[config.mk]
export PLATFORM = sky130hd
export DESIGN_NAME = stc_ctrl
export DESIGN_NICKNAME = d
export VERILOG_FILES = /design/src/design/stc_pkg.sv /design/src/design/stc_ctrl.sv
export SDC_FILE = /design/constraint.sdc
export NUM_CORES = 2
export LEC_CHECK = 0
export BUFFER_PORTS_ARGS = -buffer_cell sky130_fd_sc_hd__buf_2
export CAP_MARGIN = 25
export CORE_MARGIN = 10
export CORE_UTILIZATION = 50
export CTS_CLUSTER_DIAMETER = 100
export DETAILED_ROUTE_END_ITERATION = 7
export GPL_TIMING_DRIVEN = 1
export PLACE_DENSITY = 0.67
export SETUP_SLACK_MARGIN = 0.05
export SYNTH_ARGS = -nofsm -noshare
export SYNTH_HDL_FRONTEND = slang
export SYNTH_SLANG_ARGS = --single-unit
[constraint.sdc]
create_clock -name clk -period 44.1 [get_ports clk]
set_clock_uncertainty 0.2 [all_clocks]
set_input_delay 2.205 -clock clk [delete_from_list [all_inputs] [get_ports clk]]
set_output_delay 2.205 -clock clk [all_outputs]
set_load 0.02 [all_outputs]
[src/design/stc_pkg.sv]
package stc_pkg;

    localparam int HEAP_DEPTH = 1024;
    localparam int COORD_BITS = 40;
    localparam int IDX_W      = $clog2(HEAP_DEPTH);
    localparam int CNT_W      = $clog2(HEAP_DEPTH + 1);
    localparam int SLOPE_W    = 16;
    localparam int ARG_W      = 40;
    localparam int MIN_W      = 64;

    // highest count at which a hinge add still has two free slots per heap
    localparam logic [CNT_W-1:0] CNT_LIMIT = CNT_W'(HEAP_DEPTH - 2);

    localparam logic signed [COORD_BITS-1:0] COORD_LO = {1'b1, {(COORD_BITS-1){1'b0}}};
    localparam logic signed [COORD_BITS-1:0] COORD_HI = {1'b0, {(COORD_BITS-1){1'b1}}};

    typedef enum logic [2:0] {
        OP_ADD_CONST  = 3'd0,
        OP_ADD_DEC    = 3'd1,
        OP_ADD_INC    = 3'd2,
        OP_SHIFT      = 3'd3,
        OP_PREFIX_MIN = 3'd4,
        OP_SUFFIX_MIN = 3'd5,
        OP_RANGE_MIN  = 3'd6,
        OP_RESERVED   = 3'd7
    } op_t;

    typedef enum logic [1:0] {
        ST_OK    = 2'd0,
        ST_FULL  = 2'd1,
        ST_RANGE = 2'd2
    } status_t;

    typedef enum logic [4:0] {
        S_IDLE,
        S_EXEC,
        S_MUL,
        S_ACC,
        S_PUSH_NEAR,
        S_LOOP,
        S_AFTERPOP,
        S_POST,
        S_PU_CHK,
        S_PU_CMP,
        S_PU_WR,
        S_PO_LAST,
        S_PO_CHK,
        S_PO_K1,
        S_PO_K2,
        S_PO_CMP,
        S_PO_WR,
        S_DONE
    } state_t;

    // one breakpoint: stored coordinate and slope change
    typedef struct packed {
        logic signed [COORD_BITS-1:0] c;
        logic [SLOPE_W-1:0]           s;
    } brk_t;

    typedef struct packed {
        logic             we;
        logic [IDX_W-1:0] waddr;
        brk_t             wdata;
        logic [IDX_W-1:0] raddr;
    } ram_req_t;

    // heap order on (coordinate, slope) pairs; max order for the left heap
    function automatic logic precedes(brk_t a, brk_t b, logic ismax);
        logic r;
        if (ismax)
            r = (a.c > b.c) || ((a.c == b.c) && (a.s > b.s));
        else
            r = (a.c < b.c) || ((a.c == b.c) && (a.s < b.s));
        return r;
    endfunction

endpackage

[src/design/stc_ctrl.sv]
module stc_ctrl (
    input  logic                         clk,
    input  logic                         rst_n,
    input  logic                         in_valid,
    output logic                         in_stall,
    input  logic [2:0]                   opcode,
    input  logic signed [31:0]           coord_a,
    input  logic signed [31:0]           coord_b,
    input  logic [15:0]                  slope,
    input  logic signed [31:0]           const_value,
    output logic                         out_valid,
    input  logic                         out_stall,
    output logic [1:0]                   status,
    output logic signed [63:0]           min_value,
    output logic signed [39:0]           left_argmin,
    output logic signed [39:0]           right_argmin,
    output stc_pkg::ram_req_t            ram_l,
    output stc_pkg::ram_req_t            ram_r,
    input  stc_pkg::brk_t                rd_l,
    input  stc_pkg::brk_t                rd_r
);
    import stc_pkg::*;

    state_t                        state_reg, state_next;
    state_t                        ret_reg, ret_next;
    state_t                        mret_reg, mret_next;
    logic [2:0]                    op_reg, op_next;
    logic signed [31:0]            ca_reg, ca_next;
    logic signed [31:0]            cb_reg, cb_next;
    logic [SLOPE_W-1:0]            bl_reg, bl_next;
    logic [SLOPE_W-1:0]            t_reg, t_next;
    logic signed [31:0]            k_reg, k_next;
    logic [MIN_W-1:0]              min_reg, min_next;
    logic [CNT_W-1:0]              lcnt_reg, lcnt_next;
    logic [CNT_W-1:0]              rcnt_reg, rcnt_next;
    logic signed [COORD_BITS-1:0]  lsh_reg, lsh_next;
    logic signed [COORD_BITS-1:0]  rsh_reg, rsh_next;
    brk_t                          topl_reg, topl_next;
    brk_t                          topr_reg, topr_next;
    logic                          hsel_reg, hsel_next;
    brk_t                          e_reg, e_next;
    brk_t                          last_reg, last_next;
    brk_t                          ck_reg, ck_next;
    logic [IDX_W-1:0]              i_reg, i_next;
    logic [IDX_W-1:0]              kidx_reg, kidx_next;
    logic signed [COORD_BITS-1:0]  x0_reg, x0_next;
    logic signed [COORD_BITS:0]    ma_reg, ma_next;
    logic [SLOPE_W-1:0]            mb_reg, mb_next;
    logic                          msub_reg, msub_next;
    logic [MIN_W-1:0]              prod_reg, prod_next;
    status_t                       st_reg, st_next;
    logic                          ov_reg, ov_next;
    logic [1:0]                    ost_reg, ost_next;
    logic [MIN_W-1:0]              omin_reg, omin_next;
    logic signed [ARG_W-1:0]       oargl_reg, oargl_next;
    logic signed [ARG_W-1:0]       oargr_reg, oargr_next;

    // shared read address and write port, write enable per heap
    logic                          we;
    logic [IDX_W-1:0]              waddr;
    brk_t                          wdata;
    logic [IDX_W-1:0]              raddr;
    brk_t                          rd;

    logic signed [COORD_BITS-1:0]  x;
    logic                          nsel;
    logic [CNT_W-1:0]              cnt_n;
    logic [CNT_W-1:0]              cnt_h;
    logic signed [COORD_BITS-1:0]  sh_n;
    logic signed [COORD_BITS-1:0]  sh_f;
    brk_t                          top_n;
    logic signed [COORD_BITS-1:0]  arg_n;
    logic signed [COORD_BITS-1:0]  arg_l;
    logic signed [COORD_BITS-1:0]  arg_r;
    logic signed [COORD_BITS+16:0] prod_w;
    logic [IDX_W+1:0]              kk;
    logic [IDX_W+1:0]              k1;
    logic [IDX_W+1:0]              n_ext;

    assign rd = hsel_reg ? rd_r : rd_l;

    assign ram_l = '{we: we && !hsel_reg, waddr: waddr, wdata: wdata, raddr: raddr};
    assign ram_r = '{we: we && hsel_reg, waddr: waddr, wdata: wdata, raddr: raddr};

    // operand views of the current item: near heap is the one on the hinge side
    assign x      = COORD_BITS'(ca_reg);
    assign nsel   = (op_reg == OP_ADD_DEC);
    assign cnt_n  = nsel ? rcnt_reg : lcnt_reg;
    assign cnt_h  = hsel_reg ? rcnt_reg : lcnt_reg;
    assign sh_n   = nsel ? rsh_reg : lsh_reg;
    assign sh_f   = nsel ? lsh_reg : rsh_reg;
    assign top_n  = nsel ? topr_reg : topl_reg;
    assign arg_n  = top_n.c + sh_n;
    assign arg_l  = (lcnt_reg == '0) ? COORD_LO : topl_reg.c + lsh_reg;
    assign arg_r  = (rcnt_reg == '0) ? COORD_HI : topr_reg.c + rsh_reg;
    assign prod_w = ma_reg * $signed({1'b0, mb_reg});
    assign kk     = {1'b0, i_reg, 1'b1};
    assign k1     = (IDX_W+2)'(kidx_reg) + 1'b1;
    assign n_ext  = (IDX_W+2)'(cnt_h);

    assign in_stall     = (state_reg != S_IDLE);
    assign out_valid    = ov_reg;
    assign status       = ost_reg;
    assign min_value    = omin_reg;
    assign left_argmin  = oargl_reg;
    assign right_argmin = oargr_reg;

    // control state
    always_ff @(posedge clk or negedge rst_n)
    begin
        if (!rst_n)
        begin
            state_reg <= S_IDLE;
            lcnt_reg  <= '0;
            rcnt_reg  <= '0;
            lsh_reg   <= '0;
            rsh_reg   <= '0;
            min_reg   <= '0;
            ov_reg    <= 1'b0;
        end
        else
        begin
            state_reg <= state_next;
            lcnt_reg  <= lcnt_next;
            rcnt_reg  <= rcnt_next;
            lsh_reg   <= lsh_next;
            rsh_reg   <= rsh_next;
            min_reg   <= min_next;
            ov_reg    <= ov_next;
        end
    end

    // working payload
    always_ff @(posedge clk)
    begin
        ret_reg   <= ret_next;
        mret_reg  <= mret_next;
        op_reg    <= op_next;
        ca_reg    <= ca_next;
        cb_reg    <= cb_next;
        bl_reg    <= bl_next;
        t_reg     <= t_next;
        k_reg     <= k_next;
        topl_reg  <= topl_next;
        topr_reg  <= topr_next;
        hsel_reg  <= hsel_next;
        e_reg     <= e_next;
        last_reg  <= last_next;
        ck_reg    <= ck_next;
        i_reg     <= i_next;
        kidx_reg  <= kidx_next;
        x0_reg    <= x0_next;
        ma_reg    <= ma_next;
        mb_reg    <= mb_next;
        msub_reg  <= msub_next;
        prod_reg  <= prod_next;
        st_reg    <= st_next;
        ost_reg   <= ost_next;
        omin_reg  <= omin_next;
        oargl_reg <= oargl_next;
        oargr_reg <= oargr_next;
    end

    // sequencer: item dispatch, hinge merge loop and heap sift engine
    always_comb
    begin
        logic   push_go;
        logic   push_sel;
        brk_t   push_e;
        state_t push_ret;
        logic   pop_go;

        push_go  = 1'b0;
        push_sel = 1'b0;
        push_e   = '0;
        push_ret = S_DONE;
        pop_go   = 1'b0;

        state_next = state_reg;
        ret_next   = ret_reg;
        mret_next  = mret_reg;
        op_next    = op_reg;
        ca_next    = ca_reg;
        cb_next    = cb_reg;
        bl_next    = bl_reg;
        t_next     = t_reg;
        k_next     = k_reg;
        min_next   = min_reg;
        lcnt_next  = lcnt_reg;
        rcnt_next  = rcnt_reg;
        lsh_next   = lsh_reg;
        rsh_next   = rsh_reg;
        topl_next  = topl_reg;
        topr_next  = topr_reg;
        hsel_next  = hsel_reg;
        e_next     = e_reg;
        last_next  = last_reg;
        ck_next    = ck_reg;
        i_next     = i_reg;
        kidx_next  = kidx_reg;
        x0_next    = x0_reg;
        ma_next    = ma_reg;
        mb_next    = mb_reg;
        msub_next  = msub_reg;
        prod_next  = prod_reg;
        st_next    = st_reg;
        ost_next   = ost_reg;
        omin_next  = omin_reg;
        oargl_next = oargl_reg;
        oargr_next = oargr_reg;

        we    = 1'b0;
        waddr = '0;
        wdata = '0;
        raddr = '0;

        // result register drains independently of the sequencer
        ov_next = ov_reg && out_stall;

        case (state_reg)
            S_IDLE:
            begin
                if (in_valid)
                begin
                    op_next    = opcode;
                    ca_next    = coord_a;
                    cb_next    = coord_b;
                    bl_next    = slope;
                    k_next     = const_value;
                    st_next    = ST_OK;
                    state_next = S_EXEC;
                end
            end

            S_EXEC:
            begin
                state_next = S_DONE;
                case (op_reg)
                    OP_ADD_CONST:
                    begin
                        min_next = min_reg + MIN_W'(k_reg);
                    end
                    OP_ADD_DEC, OP_ADD_INC:
                    begin
                        if ((lcnt_reg > CNT_LIMIT) || (rcnt_reg > CNT_LIMIT))
                        begin
                            st_next = ST_FULL;
                        end
                        else if ((cnt_n == '0) || (nsel ? (x <= arg_n) : (x >= arg_n)))
                        begin
                            push_go  = 1'b1;
                            push_sel = !nsel;
                            push_e   = '{c: x - sh_f, s: bl_reg};
                            push_ret = S_DONE;
                        end
                        else
                        begin
                            x0_next    = arg_n;
                            ma_next    = nsel ? (COORD_BITS+1)'(x) - (COORD_BITS+1)'(arg_n)
                                              : (COORD_BITS+1)'(arg_n) - (COORD_BITS+1)'(x);
                            mb_next    = bl_reg;
                            msub_next  = 1'b0;
                            mret_next  = S_PUSH_NEAR;
                            state_next = S_MUL;
                        end
                    end
                    OP_SHIFT:
                    begin
                        lsh_next = lsh_reg - COORD_BITS'(ca_reg);
                        rsh_next = rsh_reg - COORD_BITS'(ca_reg);
                    end
                    OP_PREFIX_MIN:
                    begin
                        rcnt_next = '0;
                    end
                    OP_SUFFIX_MIN:
                    begin
                        lcnt_next = '0;
                    end
                    OP_RANGE_MIN:
                    begin
                        // net effect: left offset moves by xr, right offset by xl
                        if (ca_reg > cb_reg)
                        begin
                            st_next = ST_RANGE;
                        end
                        else
                        begin
                            lsh_next = lsh_reg - COORD_BITS'(cb_reg);
                            rsh_next = rsh_reg - COORD_BITS'(ca_reg);
                        end
                    end
                    default:
                    begin
                    end
                endcase
            end

            // slope times distance, registered before it reaches the minimum
            S_MUL:
            begin
                prod_next  = MIN_W'(prod_w);
                state_next = S_ACC;
            end

            S_ACC:
            begin
                min_next   = msub_reg ? min_reg - prod_reg : min_reg + prod_reg;
                state_next = mret_reg;
            end

            S_PUSH_NEAR:
            begin
                push_go  = 1'b1;
                push_sel = nsel;
                push_e   = '{c: x - sh_n, s: bl_reg};
                push_ret = S_LOOP;
            end

            // rebalance: move slope across the minimum one breakpoint at a time
            S_LOOP:
            begin
                if ((bl_reg != '0) && (cnt_n != '0))
                begin
                    t_next = top_n.s;
                    pop_go = 1'b1;
                end
                else
                begin
                    state_next = S_DONE;
                end
            end

            S_AFTERPOP:
            begin
                if (t_reg >= bl_reg)
                begin
                    push_go  = 1'b1;
                    push_sel = !nsel;
                    push_e   = '{c: x0_reg - sh_f, s: bl_reg};
                    push_ret = (t_reg > bl_reg) ? S_POST : S_DONE;
                end
                else if (cnt_n == '0)
                begin
                    state_next = S_DONE;
                end
                else
                begin
                    bl_next    = bl_reg - t_reg;
                    x0_next    = arg_n;
                    ma_next    = nsel ? (COORD_BITS+1)'(arg_n) - (COORD_BITS+1)'(x0_reg)
                                      : (COORD_BITS+1)'(x0_reg) - (COORD_BITS+1)'(arg_n);
                    mb_next    = bl_reg - t_reg;
                    msub_next  = 1'b1;
                    mret_next  = S_LOOP;
                    state_next = S_MUL;
                end
            end

            S_POST:
            begin
                push_go  = 1'b1;
                push_sel = nsel;
                push_e   = '{c: x0_reg - sh_n, s: t_reg - bl_reg};
                push_ret = S_DONE;
            end

            // sift up: read parent, move it down while the new item wins
            S_PU_CHK:
            begin
                if (i_reg == '0)
                begin
                    state_next = S_PU_WR;
                end
                else
                begin
                    raddr      = (i_reg - 1'b1) >> 1;
                    kidx_next  = (i_reg - 1'b1) >> 1;
                    state_next = S_PU_CMP;
                end
            end

            S_PU_CMP:
            begin
                if (precedes(e_reg, rd, !hsel_reg))
                begin
                    we         = 1'b1;
                    waddr      = i_reg;
                    wdata      = rd;
                    i_next     = kidx_reg;
                    state_next = S_PU_CHK;
                end
                else
                begin
                    state_next = S_PU_WR;
                end
            end

            S_PU_WR:
            begin
                we         = 1'b1;
                waddr      = i_reg;
                wdata      = e_reg;
                state_next = ret_reg;
            end

            // sift down of the former last entry from the root
            S_PO_LAST:
            begin
                last_next  = rd;
                i_next     = '0;
                state_next = S_PO_CHK;
            end

            S_PO_CHK:
            begin
                if (kk >= n_ext)
                begin
                    state_next = S_PO_WR;
                end
                else
                begin
                    raddr      = kk[IDX_W-1:0];
                    kidx_next  = kk[IDX_W-1:0];
                    state_next = S_PO_K1;
                end
            end

            S_PO_K1:
            begin
                ck_next = rd;
                if (k1 < n_ext)
                begin
                    raddr      = k1[IDX_W-1:0];
                    state_next = S_PO_K2;
                end
                else
                begin
                    state_next = S_PO_CMP;
                end
            end

            S_PO_K2:
            begin
                if (precedes(rd, ck_reg, !hsel_reg))
                begin
                    ck_next   = rd;
                    kidx_next = k1[IDX_W-1:0];
                end
                state_next = S_PO_CMP;
            end

            S_PO_CMP:
            begin
                if (precedes(ck_reg, last_reg, !hsel_reg))
                begin
                    we         = 1'b1;
                    waddr      = i_reg;
                    wdata      = ck_reg;
                    i_next     = kidx_reg;
                    state_next = S_PO_CHK;
                end
                else
                begin
                    state_next = S_PO_WR;
                end
            end

            S_PO_WR:
            begin
                if (cnt_h != '0)
                begin
                    we    = 1'b1;
                    waddr = i_reg;
                    wdata = last_reg;
                end
                state_next = ret_reg;
            end

            // hand the result over once the output register is free
            S_DONE:
            begin
                if (!ov_reg || !out_stall)
                begin
                    ov_next    = 1'b1;
                    ost_next   = st_reg;
                    omin_next  = min_reg;
                    oargl_next = ARG_W'(arg_l);
                    oargr_next = ARG_W'(arg_r);
                    state_next = S_IDLE;
                end
            end

            default:
            begin
                state_next = S_IDLE;
            end
        endcase

        // launch a push: new entry goes to the first free slot
        if (push_go)
        begin
            hsel_next  = push_sel;
            e_next     = push_e;
            ret_next   = push_ret;
            state_next = S_PU_CHK;
            if (push_sel)
            begin
                i_next    = rcnt_reg[IDX_W-1:0];
                rcnt_next = rcnt_reg + 1'b1;
            end
            else
            begin
                i_next    = lcnt_reg[IDX_W-1:0];
                lcnt_next = lcnt_reg + 1'b1;
            end
        end

        // launch a pop of the near heap: fetch its last entry
        if (pop_go)
        begin
            hsel_next  = nsel;
            ret_next   = S_AFTERPOP;
            state_next = S_PO_LAST;
            raddr      = IDX_W'(cnt_n - 1'b1);
            if (nsel)
            begin
                rcnt_next = rcnt_reg - 1'b1;
            end
            else
            begin
                lcnt_next = lcnt_reg - 1'b1;
            end
        end

        // shadow copy of each heap root
        if (we && (waddr == '0))
        begin
            if (hsel_reg)
            begin
                topr_next = wdata;
            end
            else
            begin
                topl_next = wdata;
            end
        end
    end

endmodule

==> summary.md <==
| Metric | Value |
|---|---|
| RSZ-0062 raised after global routing | `false` |
| Post-CTS sizing | `0` |
| Vias per cell | `6.09` |
| Post-CTS Hold Buffers | `0` |
| Fraction of layout cells with a size suffix above 1 | `0.0858` |
| CP Capture Point | `lcnt_reg[10]` |
| Layout Nets | `12.9k` |
| # clock sinks | `911` |
| Yosys cell types | `96` |
| Violated checks | `DRC` |
| Tmin final | `10.39 ns` |
| Max-cap violation count | `0` |
| Mapped Area | `96800 um^2` |
| Worst slew margin | `0.220` |
| Avg Cell Area, Syn | `8.87 um^2` |
| Max Fclk | `0.0963 GHz` |
| Die width | `460 um` |
| CP max stage cell | `buf_4` |
| Fillers | `17.5k` |
| Die ar. | `212000 um^2` |
| Crit-path max cell delay | `0.77 ns` |
| Total track usage | `0.324` |
| Final WS setup | `33.71 ns` |
| Most frequent cells in the layout | `nand2_1, inv_1, ha_1` |
| Synth Net Count | `12.7k` |
| CP endpoint kind | `flip-flop` |
| Run status | `finished, violations left` |
| Initial Utilization | `0.503` |
| Row cnt | `161` |
| Placed cell areas | `101000 um^2` |
| Kind of critical path | `flip-flop to flip-flop` |
| Synthesis Warnings | `0` |
| CP arrival | `10.94 ns` |
| Max Transition Viols Final | `0` |
| GR Overflow Total | `0` |
| Core Util, Final | `0.547` |
| Most common cell after layout, fill and taps aside | `nand2_1` |
| Routed via count | `83.9k` |
| CP Max Fanout | `57` |
| First-pass GRT wire length | `524 mm` |
| Reg2Reg Setup Slack | `33.71 ns` |
| CTS max path bufs | `3` |
| Core ar. | `193000 um^2` |
| CTS buffer count | `107` |
| Number of flops mapped to enable cells by yosys | `735` |
| Stages on worst setup path | `31` |
| # DRC | `2` |
| Dpl hpwl | `284 mm` |
| Vias in the first global route | `84.6k` |
| TritonCTS clock tree | `done` |
| Fin. Hold Viols | `0` |
| Largest net degree at the start of global routing | `102` |
| CP bufs+invs | `5` |
| Setup Fix Bufs, Post-CTS | `0` |
| Clock root cell | `clkbuf_16` |
| PortBufs | `532` |
| P&R area growth vs syn | `8.69%` |
| Chip Height | `460 um` |
| Main synth FF type | `edfxtp_1` |
| Detailed Route WL | `354 mm` |
| Boundary pin count | `533` |
| Seq/Total Area, Yosys | `0.273` |
| Routability Congestion | `1.02` |
| H-Tree Depth | `3` |
| Async set-reset flop share out of synthesis | `0.189` |
| # setup viols final | `0` |
| WL per Instance | `25.7 um` |
| Antenna violations before repair | `5` |
| Detailed Routing Iterations Pass 1 | `8` |
| Tcrit/Tclk final | `0.236` |
| CP startpoint | `op_reg[0]` |
| Number of synthesized register bits | `911` |
| Delay-heaviest family, CP | `compound AO/OA/AOI/OAI gates` |
| Startpoint types | `flip-flop` |
| Post-route ant nets | `0` |
| Instance count of the mapped netlist | `10.9k` |
| Type of the worst min-delay path | `flip-flop to flip-flop` |
| Design area | `105000 um^2` |
| Crit Reg-Reg Endpoint | `lcnt_reg[10]` |
| CP Data Required Time | `44.65 ns` |
| Clock-pin transition on the worst setup and hold timing paths | `0.07 ns` |
| Sum of negative setup slack | `0 ns` |
| DRT iter0 DRCs | `8018` |
| Cells on worst reg2reg path | `31` |
| FF-to-FF Start | `op_reg[0]` |
| Post-Place Worst Slack | `33.79 ns` |
| Worst skew pair latency | `0.85 ns` |
| Least-Margin Pin Slew | `1.17 ns` |
## cells in the mapped netlist (229+ instances only)
| cell | instances | area (um^2) |
|---|---|---|
| xor2_1 | 229 | 2010 |
| edfxtp_1 | 735 | 22100 |
| a21o_1 | 379 | 2850 |
| clkbuf_1 | 382 | 1430 |
| nor2_1 | 577 | 2170 |
| o21ai_0 | 653 | 3270 |
| ha_1 | 930 | 11600 |
| nand2_1 | 1372 | 5150 |
| xnor2_1 | 335 | 2930 |
| inv_1 | 1249 | 4690 |
| fa_1 | 625 | 12500 |
| and2_1 | 276 | 1730 |
| a21oi_1 | 830 | 4150 |
## logic make-up (layout without fill, tap and decap cells)
family	count (synthesis)	in the layout	share of synthesized area
xor+xnor	564	564	0.0510
compound gates	2760	2760	0.181
simple gates	3193	3193	0.154
mux	187	187	0.0205
buf+inv	1752	2078	0.0711
fa+ha+maj	1555	1555	0.249
flops	911	911	0.273
other cells	0	6	0
## routing by layer
| layer | up-vias | track usage | part of all wire |
|---|---|---|---|
| li1 | 38400 | - | - |
| met1 | 40900 | 0.418 | 0.41 |
| met2 | 3884 | 0.518 | 0.45 |
| met3 | 797 | 0.0593 | 0.083 |
| met4 | 0 | 0.171 | 0.064 |
| met5 | - | 0 | 0 |
## through the flow
stage                     instances  hold slack [ns]
final                         13800            0.219
after floorplan               10900            0.200
after global placement        13600            0.202
after global routing          13800            0.226
after detailed placement      13600            0.205
after CTS                     13800            0.219
## worst reg2reg max path: cells and delay by family, from the launching register on
kind                     cells  cell delay [ns]
AO/OA/AOI/OAI               13             3.51
XOR/XNOR                     1             0.23
buffers and inverters        5             2.27
flip-flops                   1             0.54
AND/OR/NAND/NOR              9             2.46
adder cells (fa/ha/maj)      2             0.83
multiplexers                 1             0.34
## layout make-up
cell class	count	area (um^2)	area share
multi-input cells	8259	63700	0.605
inverters	1250	4700	0.0446
clock buffers	129	2860	0.0272
diodes	6	15.0	0.000143
flip-flops and latches	911	26500	0.251
repair buffers	624	3370	0.0321
well taps	2526	3160	0.0300
clock inverters	75	1020	0.00974
## worst min path at each step
stage	depth (start not counted)	slack [ns]	from	to
after floorplan	0	0.20	st_reg[0]	status[0]
after global placement	0	0.20	st_reg[1]	status[1]
after detailed placement	0	0.20	st_reg[1]	status[1]
after CTS	0	0.22	st_reg[1]	status[1]
after global routing	0	0.23	st_reg[0]	status[0]
final	0	0.22	st_reg[1]	status[1]
Power is not shown: default switching activity piles up to over one toggle a cycle in this logic, so the estimate is an artifact.
